[config.mk]
export PLATFORM = sky130hd
export DESIGN_NAME = sha256_message_hasher_unit
export DESIGN_NICKNAME = d
export VERILOG_FILES = /design/src/sv/sha256_pkg.sv /design/src/sv/sha256_ctrl.sv /design/src/sv/sha256_dp.sv /design/src/sv/sha256_message_hasher_unit.sv
export SDC_FILE = /design/constraint.sdc
export NUM_CORES = 2
export LEC_CHECK = 0
export BUFFER_PORTS_ARGS = -buffer_cell sky130_fd_sc_hd__buf_4
export CAP_MARGIN = 15
export CELL_PAD_IN_SITES_DETAIL_PLACEMENT = 0
export CELL_PAD_IN_SITES_GLOBAL_PLACEMENT = 1
export CORE_ASPECT_RATIO = 1.5
export CORE_MARGIN = 4
export CORE_UTILIZATION = 25
export DETAILED_ROUTE_END_ITERATION = 10
export PLACE_DENSITY = 0.54
export SETUP_SLACK_MARGIN = 0.4
export SLEW_MARGIN = 5
export SYNTH_ARGS = -nofsm -noshare
export SYNTH_HDL_FRONTEND = slang
export SYNTH_SLANG_ARGS = --single-unit
[constraint.sdc]
create_clock -name clk_i -period 42 [get_ports clk_i]
set_input_delay 6.3 -clock clk_i [delete_from_list [all_inputs] [get_ports clk_i]]
set_output_delay 6.3 -clock clk_i [all_outputs]
set_load 0.02 [all_outputs]
[src/sv/sha256_pkg.sv]
// SHA-256 hasher package: round constants, initial hash, helper functions.
// Used by the controller, the datapath and the top level. No dependencies.
package sha256_pkg;

  localparam int unsigned LengthBitsDefault = 61;

  localparam logic [31:0] RoundK [64] = '{
    32'h428a2f98, 32'h71374491, 32'hb5c0fbcf, 32'he9b5dba5,
    32'h3956c25b, 32'h59f111f1, 32'h923f82a4, 32'hab1c5ed5,
    32'hd807aa98, 32'h12835b01, 32'h243185be, 32'h550c7dc3,
    32'h72be5d74, 32'h80deb1fe, 32'h9bdc06a7, 32'hc19bf174,
    32'he49b69c1, 32'hefbe4786, 32'h0fc19dc6, 32'h240ca1cc,
    32'h2de92c6f, 32'h4a7484aa, 32'h5cb0a9dc, 32'h76f988da,
    32'h983e5152, 32'ha831c66d, 32'hb00327c8, 32'hbf597fc7,
    32'hc6e00bf3, 32'hd5a79147, 32'h06ca6351, 32'h14292967,
    32'h27b70a85, 32'h2e1b2138, 32'h4d2c6dfc, 32'h53380d13,
    32'h650a7354, 32'h766a0abb, 32'h81c2c92e, 32'h92722c85,
    32'ha2bfe8a1, 32'ha81a664b, 32'hc24b8b70, 32'hc76c51a3,
    32'hd192e819, 32'hd6990624, 32'hf40e3585, 32'h106aa070,
    32'h19a4c116, 32'h1e376c08, 32'h2748774c, 32'h34b0bcb5,
    32'h391c0cb3, 32'h4ed8aa4a, 32'h5b9cca4f, 32'h682e6ff3,
    32'h748f82ee, 32'h78a5636f, 32'h84c87814, 32'h8cc70208,
    32'h90befffa, 32'ha4506ceb, 32'hbef9a3f7, 32'hc67178f2
  };

  localparam logic [31:0] InitHash [8] = '{
    32'h6a09e667, 32'hbb67ae85, 32'h3c6ef372, 32'ha54ff53a,
    32'h510e527f, 32'h9b05688c, 32'h1f83d9ab, 32'h5be0cd19
  };

  localparam logic [7:0] PadByte = 8'h80;

  // Controller states, one-hot
  typedef enum logic [4:0] {
    StIdle  = 5'b00001,
    StRound = 5'b00010,
    StPad   = 5'b00100,
    StFinal = 5'b01000,
    StOut   = 5'b10000
  } state_e;

  // Round source: block buffer or padded block
  typedef enum logic [1:0] {
    SrcBuf  = 2'd0,
    SrcPad1 = 2'd1,
    SrcPadL = 2'd2
  } src_e;

  // Controller to datapath commands
  typedef struct packed {
    logic       store_byte;
    logic       start_blk;
    logic       round_en;
    logic [5:0] round_idx;
    logic       fold;
    src_e       src;
    logic       clear_msg;
  } cmd_t;

  function automatic logic [31:0] rotr(input logic [31:0] x, input int unsigned n);
    rotr = (x >> n) | (x << (32 - n));
  endfunction

endpackage

[src/sv/sha256_ctrl.sv]
// SHA-256 controller: sequences block compression, padding and digest output.
// Depends on sha256_pkg.
module sha256_ctrl (
  input  logic              clk_i,
  input  logic              rst_ni,
  input  logic              in_acc_i,
  input  logic              byte_valid_i,
  input  logic              is_last_i,
  input  logic [5:0]        fill_i,
  input  logic              out_stall_i,
  output logic              in_stall_o,
  output logic              out_valid_o,
  output logic [2:0]        out_idx_o,
  output sha256_pkg::cmd_t  cmd_o
);

  sha256_pkg::state_e state_q, state_d;
  logic [5:0] rnd_q, rnd_d;
  logic [2:0] idx_q, idx_d;
  logic       final_q, final_d;   // compressing for the digest
  logic       two_q, two_d;       // second pad block pending
  sha256_pkg::src_e src_q, src_d;

  assign in_stall_o  = (state_q != sha256_pkg::StIdle);
  assign out_valid_o = (state_q == sha256_pkg::StOut);
  assign out_idx_o   = idx_q;

  // Next state and commands
  always_comb begin
    state_d = state_q;
    rnd_d   = rnd_q;
    idx_d   = idx_q;
    final_d = final_q;
    two_d   = two_q;
    src_d   = src_q;
    cmd_o   = '0;
    cmd_o.src       = src_q;
    cmd_o.round_idx = rnd_q;
    case (state_q)
      sha256_pkg::StIdle: begin
        if (in_acc_i) begin
          cmd_o.store_byte = byte_valid_i;
          if (byte_valid_i && fill_i == 6'd63) begin
            src_d   = sha256_pkg::SrcBuf;
            final_d = is_last_i;
            two_d   = 1'b0;
            cmd_o.start_blk = 1'b1;
            rnd_d   = '0;
            state_d = sha256_pkg::StRound;
          end else if (is_last_i) begin
            state_d = sha256_pkg::StPad;
          end
        end
      end
      sha256_pkg::StPad: begin
        // fill_i now holds the final count; after the first of two pad
        // blocks, load the length block
        final_d = 1'b1;
        if (src_q == sha256_pkg::SrcPad1) begin
          two_d = 1'b0;
          src_d = sha256_pkg::SrcPadL;
        end else begin
          two_d = (fill_i > 6'd55);
          src_d = (fill_i > 6'd55) ? sha256_pkg::SrcPad1 : sha256_pkg::SrcPadL;
        end
        cmd_o.start_blk = 1'b1;
        rnd_d   = '0;
        state_d = sha256_pkg::StRound;
      end
      sha256_pkg::StRound: begin
        cmd_o.round_en = 1'b1;
        rnd_d = rnd_q + 6'd1;
        if (rnd_q == 6'd63) state_d = sha256_pkg::StFinal;
      end
      sha256_pkg::StFinal: begin
        cmd_o.fold = 1'b1;
        rnd_d = '0;
        idx_d = '0;
        if (src_q == sha256_pkg::SrcBuf && final_q) begin
          state_d = sha256_pkg::StPad;
        end else if (src_q == sha256_pkg::SrcPad1 && two_q) begin
          two_d = 1'b0;
          state_d = sha256_pkg::StPad;
        end else if (final_q && src_q == sha256_pkg::SrcPadL) begin
          state_d = sha256_pkg::StOut;
        end else begin
          state_d = sha256_pkg::StIdle;
        end
      end
      sha256_pkg::StOut: begin
        if (!out_stall_i) begin
          idx_d = idx_q + 3'd1;
          if (idx_q == 3'd7) begin
            cmd_o.clear_msg = 1'b1;
            final_d = 1'b0;
            state_d = sha256_pkg::StIdle;
          end
        end
      end
      default: state_d = sha256_pkg::StIdle;
    endcase
  end

  // Hold control state
  always_ff @(posedge clk_i or negedge rst_ni) begin
    if (!rst_ni) begin
      state_q <= sha256_pkg::StIdle;
      rnd_q   <= '0;
      idx_q   <= '0;
      final_q <= 1'b0;
      two_q   <= 1'b0;
      src_q   <= sha256_pkg::SrcBuf;
    end else begin
      state_q <= state_d;
      rnd_q   <= rnd_d;
      idx_q   <= idx_d;
      final_q <= final_d;
      two_q   <= two_d;
      src_q   <= src_d;
    end
  end

endmodule

[src/sv/sha256_dp.sv]
// SHA-256 datapath: block buffer, schedule window, round unit, chaining words.
// Depends on sha256_pkg.
module sha256_dp #(
  parameter int unsigned LengthBits = sha256_pkg::LengthBitsDefault
) (
  input  logic             clk_i,
  input  logic             rst_ni,
  input  sha256_pkg::cmd_t cmd_i,
  input  logic [7:0]       msg_byte_i,
  input  logic [2:0]       out_idx_i,
  output logic [5:0]       fill_o,
  output logic [31:0]      digest_o
);

  // Block buffer held as sixteen big-endian words
  logic [31:0] buf_q [16];
  logic [31:0] w_q [16];
  logic [31:0] v_q [8];
  logic [31:0] h_q [8];
  logic [5:0]  fill_q;
  logic [LengthBits-1:0] total_q;

  assign fill_o   = fill_q;
  assign digest_o = h_q[out_idx_i];

  // Padded-block byte for a position
  function automatic logic [7:0] blk_byte(input logic [5:0] p, input sha256_pkg::src_e s,
                                          input logic [5:0] n, input logic [7:0] b,
                                          input logic [63:0] bits);
    logic [7:0] r;
    r = 8'h00;
    if (s == sha256_pkg::SrcBuf) r = b;
    else if (s == sha256_pkg::SrcPadL && n > 6'd55) begin
      // second pad block: zeros and the length only
      if (p >= 6'd56) r = bits[8*(63-p) +: 8];
    end else begin
      if (p < n) r = b;
      else if (p == n) r = sha256_pkg::PadByte;
      if (s == sha256_pkg::SrcPadL && p >= 6'd56) r = bits[8*(63-p) +: 8];
    end
    return r;
  endfunction

  logic [63:0] bits;
  assign bits = 64'({total_q, 3'b000});

  // Message word for round t < 16
  logic [31:0] wt;
  logic [31:0] wnew;
  logic [5:0]  t;
  assign t = cmd_i.round_idx;
  always_comb begin
    logic [5:0] p;
    for (int k = 0; k < 4; k++) begin
      p = {t[3:0], 2'(k)};
      wnew[8*(3-k) +: 8] = blk_byte(p, cmd_i.src, fill_q, buf_q[t[3:0]][8*(3-k) +: 8], bits);
    end
  end

  logic [31:0] s0w, s1w;
  assign s0w = sha256_pkg::rotr(w_q[1], 7) ^ sha256_pkg::rotr(w_q[1], 18) ^ (w_q[1] >> 3);
  assign s1w = sha256_pkg::rotr(w_q[14], 17) ^ sha256_pkg::rotr(w_q[14], 19) ^ (w_q[14] >> 10);
  assign wt = (t < 6'd16) ? wnew : (s1w + w_q[9] + s0w + w_q[0]);

  // Round function
  logic [31:0] t1, t2, bs1, bs0, ch, maj;
  assign bs1 = sha256_pkg::rotr(v_q[4], 6) ^ sha256_pkg::rotr(v_q[4], 11)
             ^ sha256_pkg::rotr(v_q[4], 25);
  assign ch  = (v_q[4] & v_q[5]) ^ (~v_q[4] & v_q[6]);
  assign t1  = v_q[7] + bs1 + ch + sha256_pkg::RoundK[t] + wt;
  assign bs0 = sha256_pkg::rotr(v_q[0], 2) ^ sha256_pkg::rotr(v_q[0], 13)
             ^ sha256_pkg::rotr(v_q[0], 22);
  assign maj = (v_q[0] & v_q[1]) ^ (v_q[0] & v_q[2]) ^ (v_q[1] & v_q[2]);
  assign t2  = bs0 + maj;

  // Buffer writes, one byte lane at a time
  always_ff @(posedge clk_i) begin
    if (cmd_i.store_byte) buf_q[fill_q[5:2]][8*(3-int'(fill_q[1:0])) +: 8] <= msg_byte_i;
  end

  // Schedule shift window and working variables
  always_ff @(posedge clk_i) begin
    if (cmd_i.start_blk) begin
      for (int i = 0; i < 8; i++) v_q[i] <= h_q[i];
    end else if (cmd_i.round_en) begin
      for (int i = 0; i < 15; i++) w_q[i] <= w_q[i+1];
      w_q[15] <= wt;
      v_q[7] <= v_q[6];
      v_q[6] <= v_q[5];
      v_q[5] <= v_q[4];
      v_q[4] <= v_q[3] + t1;
      v_q[3] <= v_q[2];
      v_q[2] <= v_q[1];
      v_q[1] <= v_q[0];
      v_q[0] <= t1 + t2;
    end
  end

  // Chaining words, fill and length
  always_ff @(posedge clk_i or negedge rst_ni) begin
    if (!rst_ni) begin
      for (int i = 0; i < 8; i++) h_q[i] <= sha256_pkg::InitHash[i];
      fill_q  <= '0;
      total_q <= '0;
    end else begin
      if (cmd_i.fold) begin
        for (int i = 0; i < 8; i++) h_q[i] <= h_q[i] + v_q[i];
      end
      if (cmd_i.store_byte) begin
        fill_q <= fill_q + 6'd1;
        if (total_q != {LengthBits{1'b1}}) total_q <= total_q + 1'b1;
      end
      if (cmd_i.clear_msg) begin
        for (int i = 0; i < 8; i++) h_q[i] <= sha256_pkg::InitHash[i];
        fill_q  <= '0;
        total_q <= '0;
      end
    end
  end

endmodule

[src/sv/sha256_message_hasher_unit.sv]
// SHA-256 message hasher top level: controller plus datapath.
// Depends on sha256_pkg, sha256_ctrl, sha256_dp.
//
//  channel | handshake and first field              | other fields
//  in      | in_valid_i in_stall_o msg_byte_i         | byte_valid_i is_last_i
//  out     | out_valid_o out_stall_i digest_word_o    | word_index_o last_word_o
//
// A byte that neither completes a block nor is last leaves the unit idle. A full
// block is loaded in the accepting cycle, then runs 64 rounds of the single round unit and one fold.
// A last item adds one or two padded blocks (each a load, 64 rounds and a fold),
// then eight words.
// Reset loads the initial hash and clears counters; no clearing pass.
// Input is stalled while a block compresses or the digest is delivered.
module sha256_message_hasher_unit #(
  parameter int unsigned LengthBits = sha256_pkg::LengthBitsDefault
) (
  input  logic        clk_i,
  input  logic        rst_ni,
  input  logic        in_valid_i,
  output logic        in_stall_o,
  input  logic [7:0]  msg_byte_i,
  input  logic        byte_valid_i,
  input  logic        is_last_i,
  output logic        out_valid_o,
  input  logic        out_stall_i,
  output logic [31:0] digest_word_o,
  output logic [2:0]  word_index_o,
  output logic        last_word_o
);

  sha256_pkg::cmd_t cmd;
  logic [5:0] fill;
  logic       in_acc;

  assign in_acc = in_valid_i && !in_stall_o;

  sha256_ctrl u_ctrl (
    .clk_i, .rst_ni,
    .in_acc_i(in_acc), .byte_valid_i, .is_last_i,
    .fill_i(fill), .out_stall_i, .in_stall_o, .out_valid_o,
    .out_idx_o(word_index_o), .cmd_o(cmd)
  );

  sha256_dp #(.LengthBits(LengthBits)) u_dp (
    .clk_i, .rst_ni, .cmd_i(cmd), .msg_byte_i,
    .out_idx_i(word_index_o), .fill_o(fill), .digest_o(digest_word_o)
  );

  assign last_word_o = (word_index_o == 3'd7);

  // No new transaction accepted while digest words are pending
  a_no_in_during_out: assert property (@(posedge clk_i) disable iff (!rst_ni)
    out_valid_o |-> in_stall_o) else $error("input taken during output");

  // Digest words leave in order
  a_idx_step: assert property (@(posedge clk_i) disable iff (!rst_ni)
    (out_valid_o && !out_stall_i && word_index_o != 3'd7) |=>
      (out_valid_o && word_index_o == $past(word_index_o) + 3'd1))
    else $error("word index skipped");

  // Last word returns to idle
  a_last_idle: assert property (@(posedge clk_i) disable iff (!rst_ni)
    (out_valid_o && !out_stall_i && last_word_o) |=> !out_valid_o && !in_stall_o)
    else $error("no return to idle");

endmodule
# ---- Word level (Yosys, flattened, before mapping)
# Memories as Yosys holds them, arrays and structs flattened.
# Cells that the tools add are included.
# Widths: inputs -> output; s select.
dict set report classes {
  n_addsub 28
  order_cmp 12
  n_eq_ne 24
  shift 6
  n_mux 92
  n_bitwise 37
  reduce_logical 28
}
# cell count
set op_table {}
lappend op_table {{$add 32x32->32} 18}
lappend op_table {{$mux 256} 2}
lappend op_table {{$mux 32} 14}
lappend op_table {{$xor 32x32->32} 9}
lappend op_table {{$shiftx 64x33->8} 4}
lappend op_table {{$mux 8} 24}
lappend op_table {{$mux 61} 3}
lappend op_table {{$and 32x32->32} 5}
lappend op_table {{$bmux 32 s3} 1}
lappend op_table {{$add 61x1->61 const B} 1}
lappend op_table {{$ne 61x61->1 const B} 1}
lappend op_table {{$mux 5} 9}
lappend op_table {{$neg 32->33} 1}
lappend op_table {{$shift 8x33->32 const A} 1}
lappend op_table {{$shiftx 8x33->32} 1}
lappend op_table {{$not 32->32} 1}
lappend op_table {{$or 10x32->32} 1}
lappend op_table {{$or 13x32->32} 1}
lappend op_table {{$or 14x32->32} 1}
lappend op_table {{$or 15x32->32} 1}
lappend op_table {{$or 19x32->32} 1}
lappend op_table {{$or 21x32->32} 1}
lappend op_table {{$or 25x32->32} 1}
lappend op_table {{$or 26x32->32} 1}
lappend op_table {{50 further kinds} 124}
dict set report word_totals {
  ff_bits 341
  ram_bits 1280
  romBits 2048
  in_bits 14
  elab_cells 247
  n_memories 4
}
# name words width read_ports rd_clocked_by_memory_dff write_ports line
set memory_table {}
lappend memory_table {{(name not given)} 64 32 1 0 0 sha256_dp.sv:70} ;# assign t1 = v_q[7] + bs1 + ch + sha256_pkg::RoundK[t] + wt;
lappend memory_table {u_dp.buf_q 16 32 1 0 1 sha256_dp.sv:16} ;# logic [31:0] buf_q [16];
lappend memory_table {u_dp.w_q 16 32 16 0 16 sha256_dp.sv:17} ;# logic [31:0] w_q [16];
lappend memory_table {u_dp.v_q 8 32 8 0 8 sha256_dp.sv:18} ;# logic [31:0] v_q [8];

# ---- Longest topological paths before layout
# An unclocked memory read counts as a cell.
dict set report logic_depth {
  ltp_word 11
  ltp_mapped 43
  ltp_nobuf 43
}

# ---- Modules after synthesis
# A second synthesis with hierarchy kept.
dict set report hier_totals {
  hier_cells 7804
  area_unflattened_um2 91454.0
}
# mod instances cells_each area_per_inst_um2 seq_area_each_um2
set modules_own_cells {}
lappend modules_own_cells {sha256_dp 1 7681 90315.4 46689.8}
lappend modules_own_cells {sha256_ctrl 1 121 1126.1 451.7}
lappend modules_own_cells {sha256_message_hasher_unit 1 2 12.5 0.0}

# ---- Least setup slack after synthesis
# OpenSTA, ideal clock, no wires.
dict set report synth_timing {
  path_type {register to register}
  start {reg u_ctrl.state_q[4]}
  end {mem u_dp.w_q[0][0] (enable)}
  arrival_ps 14935
  path_slack_ps 25991
  path_stages_with_launch 6
  path_buffers 2
  period_less_slack_ps 16009
  path_cell_list {dfrtp_1 -> nor2_1 -> nand4bb_1 -> clkbuf_1 -> inv_2 -> buf_1}
}
# element line
set synth_lines {}
lappend synth_lines {{from (decl)} sha256_ctrl.sv:17} ;# sha256_pkg::state_e state_q, state_d;
lappend synth_lines {{from (signal assigned)} sha256_ctrl.sv:107} ;# state_q <= sha256_pkg::StIdle;
lappend synth_lines {{from (signal assigned)} sha256_ctrl.sv:114} ;# state_q <= state_d;
lappend synth_lines {{to (decl)} sha256_dp.sv:17}

==> impl_metrics.yaml <==
timing:
  finalCriticalPeriod_ps: 11300
  timing_hold_violations_final: 0
  tns_ps: 0
  relSlewSlack: 0.1843
  worst_clock_skew_ps: 97.74
  setup_viol: 0
  worst-slew-pin-transition_ps: 1219
  period_share: 0.2690
  report.final.slew_viol_count: 0
  rsz_0062_raised_after_global_routing: "false"
  achievable-frequency_ghz: 0.08852
yosys:
  synthesis.yosys.warnings: 0
  synth_edf_count: 1280
  yosys.area_share.xor_xnor: 0.06048
  netlist-cell-type-count: 97
  synth.mux.area_fraction: 0.06943
  asyncSetResetFlopFracSynth: 0.2104
  netlist_area_um2: 90070
  synthAdderAreaFrac: 0.1030
  synthSimpleGateAreaFrac: 0.1055
  postSynthAreaPerCell_um2: 11.82
  synthCells: 7622
  dominantRegCellSynth: "sky130_fd_sc_hd__edfxtp_1"
  syn_nets: 8246
  synth-compound-area-share: 0.1084
  yosysSeqAreaShare: 0.5234
  synth_top_family_by_area: "compound AO/OA/AOI/OAI gates"
  postSynthRegisterBits: 1621
placement:
  placement.io_buffers: 51
  hpwlAfterDp_um: 232700
  gp_congestion: 0.9266
floorplanning:
  num_rows: 269
  die-height_um: 743.1
  core_area_um2: 358500
  initial_utilization: 0.2513
  boundaryPins: 52
  dieArea_um2: 370100
  chipWidth_um: 498.1
job:
  timing.max_cap.violations: 0
routing:
  drt-total-wl_um: 314400
  dr_total_vias: 60660
  dr.pass1.iters: 7
  via_count_normalized_by_instance_count: 4.865
  wl_per_cell_um: 25.22
  detail_route.drc_violations: 0
  ant_nets: 0
  first_iter_violations: 4192
clock_tree:
  worst_setup_hold_path_clk_slew_ps: 70
  ctsRootBufferMaster: "sky130_fd_sc_hd__clkbuf_16"
  cts_repair_resize_count: 0
  h_tree_lvls: 4
  tritoncts.num_buffers: 171
  clock_sink_count: 1621
  worst_skew_pair.late_latency_ps: 900
  clockBufferDepth: 4
  post-cts-setup-buffer-count: 0
  tritoncts: "yes"
  ctsHoldBuffers: 0
critical_path:
  critPathCaptureType: "flop"
  reg2reg_slack_ps: 30700
  path_max_fanout: 44
  worstSetupStartpointType: "flop"
  startpoint_of_the_lowest_slack_register_to_register_path: "u_ctrl.rnd_q[0]$_DFFE_PN0P_"
  worstSetupStartpoint: "u_ctrl.rnd_q[0]$_DFFE_PN0P_"
  endpoint_arrival_time_on_the_critical_path_ps: 11830
  crit_required_ps: 42540
  path_class: "reg2reg"
  worst_path_max_delay_cell: "sky130_fd_sc_hd__dfrtp_4"
  critPathMaxStageDelay_ps: 920
global_routing:
  grt_pass1_vias: 62500
  grt_first_pass_wirelength_um: 451900
  gr-usage-all-layers: 0.1658
  antenna_found_initial: 10
  grt_start_max_net_pins: 201
  overflow: 0
final_layout:
  flow.area_growth_from_synthesis_pct: 12.70
  multi_input_comb_area_um2: 40350
  num-nets-final: 8216
  fillers: 36720
  ff_latch_area_um2: 47170
  drive_above_1_share: 0.1138
status:
  outcome: "complete, no violations"
hold_path:
  holdCritStartpoint: "u_dp.w_q[1][123]$_DFFE_PP_"
  hold_class: "reg2reg"
==> final timing paths <==
path / depth (start not counted) / to
max: 29 / u_dp.v_q[0][30]$_DFFE_PP_
min reg2reg: 0 / u_dp.w_q[1][91]$_DFFE_PP_
min: 0 / u_dp.w_q[1][91]$_DFFE_PP_
max reg2reg: 29 / u_dp.v_q[0][30]$_DFFE_PP_
max in group asynchronous: 3 / u_dp.h_q[171]$_DFFE_PN0P_
min in group asynchronous: 1 / u_dp.h_q[62]$_DFFE_PN0P_
==> cell type report <==
cell class,instances,share of cell area
clock buffer,211,0.04496
antenna,3,0.00007396
multi-input combinational,5289,0.3975
inverter,362,0.01347
timing repair buffer,147,0.01180
tap,4742,0.05845
sequential,1621,0.4647
clock inverter,93,0.009072
==> cells by family (layout without fill, tap and decap cells) <==
group | count (synthesis) | after routing
adders and majority gates | 628 | 628
buffers and inverters | 712 | 813
DFF | 1621 | 1621
muxes | 327 | 327
and+or+nand+nor | 2150 | 2150
other | 0 | 3
xor gates and xnor gates | 622 | 622
AOI/OAI and AO/OA | 1562 | 1562
==> cell usage after synthesis (all sizes together) (42+ instances only) <==
library cell     n  area share
a211oi          52      0.0043
a21o           150       0.013
a21oi          430       0.024
a31oi           48      0.0033
and2            58      0.0040
and3            44      0.0031
buf             60      0.0027
clkbuf         290       0.012
dfrtp          204       0.057
dfstp          137       0.040
edfxtp        1280        0.43
fa             195       0.043
ha             415       0.058
inv            362       0.015
mux2            42      0.0053
mux2i           51      0.0057
mux4           234       0.059
nand2         1004       0.042
nand2b          58      0.0040
nand3          165      0.0092
nor2           489       0.020
nor2b           45      0.0031
nor3           115      0.0064
o21a            55      0.0046
o21ai          471       0.026
o21bai          43      0.0036
or3             45      0.0031
xnor2          374       0.036
xor2           248       0.024
==> critical path: cells and delay by family (launching register included) <==
kind	cells	cell delay (ps)
DFF	1	920
buffers and inverters	4	1630
AOI/OAI and AO/OA	11	3530
muxes	2	1150
and+or+nand+nor	6	1190
adders and majority gates	5	2310
xor gates and xnor gates	1	170
==> layout by cell type (no fill, tap or decap), types with 18 or more instances in the layout <==
master                         n
sky130_fd_sc_hd__nand2_1    1001
sky130_fd_sc_hd__nor2b_1      45
sky130_fd_sc_hd__xnor2_1     374
sky130_fd_sc_hd__o211ai_1     32
sky130_fd_sc_hd__a211oi_1     52
sky130_fd_sc_hd__dfrtp_1     195
sky130_fd_sc_hd__clkinv_1     28
sky130_fd_sc_hd__clkinv_2     27
sky130_fd_sc_hd__nor2_1      486
sky130_fd_sc_hd__nand3_1     163
sky130_fd_sc_hd__inv_1       360
sky130_fd_sc_hd__mux2i_1      51
sky130_fd_sc_hd__o21bai_1     43
sky130_fd_sc_hd__clkbuf_1     31
sky130_fd_sc_hd__nand4_1      39
sky130_fd_sc_hd__xor2_1      248
sky130_fd_sc_hd__a31oi_1      48
sky130_fd_sc_hd__fa_1        195
sky130_fd_sc_hd__mux2_2       42
sky130_fd_sc_hd__o31ai_1      36
sky130_fd_sc_hd__a22oi_1      23
sky130_fd_sc_hd__nand2b_1     58
sky130_fd_sc_hd__clkbuf_16   175
sky130_fd_sc_hd__a21o_1      149
sky130_fd_sc_hd__and3_1       43
sky130_fd_sc_hd__mux4_2      234
sky130_fd_sc_hd__dfstp_2     137
sky130_fd_sc_hd__a21oi_1     430
sky130_fd_sc_hd__o311ai_0     19
sky130_fd_sc_hd__maj3_1       18
sky130_fd_sc_hd__or3_1        45
sky130_fd_sc_hd__edfxtp_1   1280
sky130_fd_sc_hd__o22ai_1      19
sky130_fd_sc_hd__ha_1        415
sky130_fd_sc_hd__o21a_1       55
sky130_fd_sc_hd__nor3_1      112
sky130_fd_sc_hd__o21ai_0     466
sky130_fd_sc_hd__and2_1       57
sky130_fd_sc_hd__buf_4       137
==> routing by layer <==
metal  track usage  vias up  routed length (µm)
li1              -    27630                   -
met1        0.1883    31060              120500
met2        0.3082     1450              165000
met3       0.01803      519               11450
met4       0.07987        0               17440
met5             0        -                   0
==> state kept, by name (all words and copies together) (netlist names) <==
register          flops
u_dp.buf_q          512
u_ctrl.two_q          1
u_ctrl.src_q          2
u_dp.total_q         61
u_ctrl.out_idx_o      3
u_dp.v_q            256
u_dp.w_q            512
u_ctrl.state_q        5
u_dp.fill_o           6
u_ctrl.rnd_q          6
u_dp.h_q            256
u_ctrl.final_q        1
==> per-stage QoR <==
stage	cell area, µm²	util	hold WS, ps	std cells	worst slack [ps]
after floorplan	90070	-	400.3	7622	25990
after global placement	95950	0.2677	400.9	12160	30610
after detailed placement	96010	0.2678	404.5	12160	30650
after CTS	101500	0.2831	404.8	12460	30590
after global routing	101500	0.2832	403.8	12470	30010
final	101500	0.2832	403.1	12470	30700
Power is not shown: default switching activity piles up to over one toggle a cycle in this logic, so the estimate is an artifact.
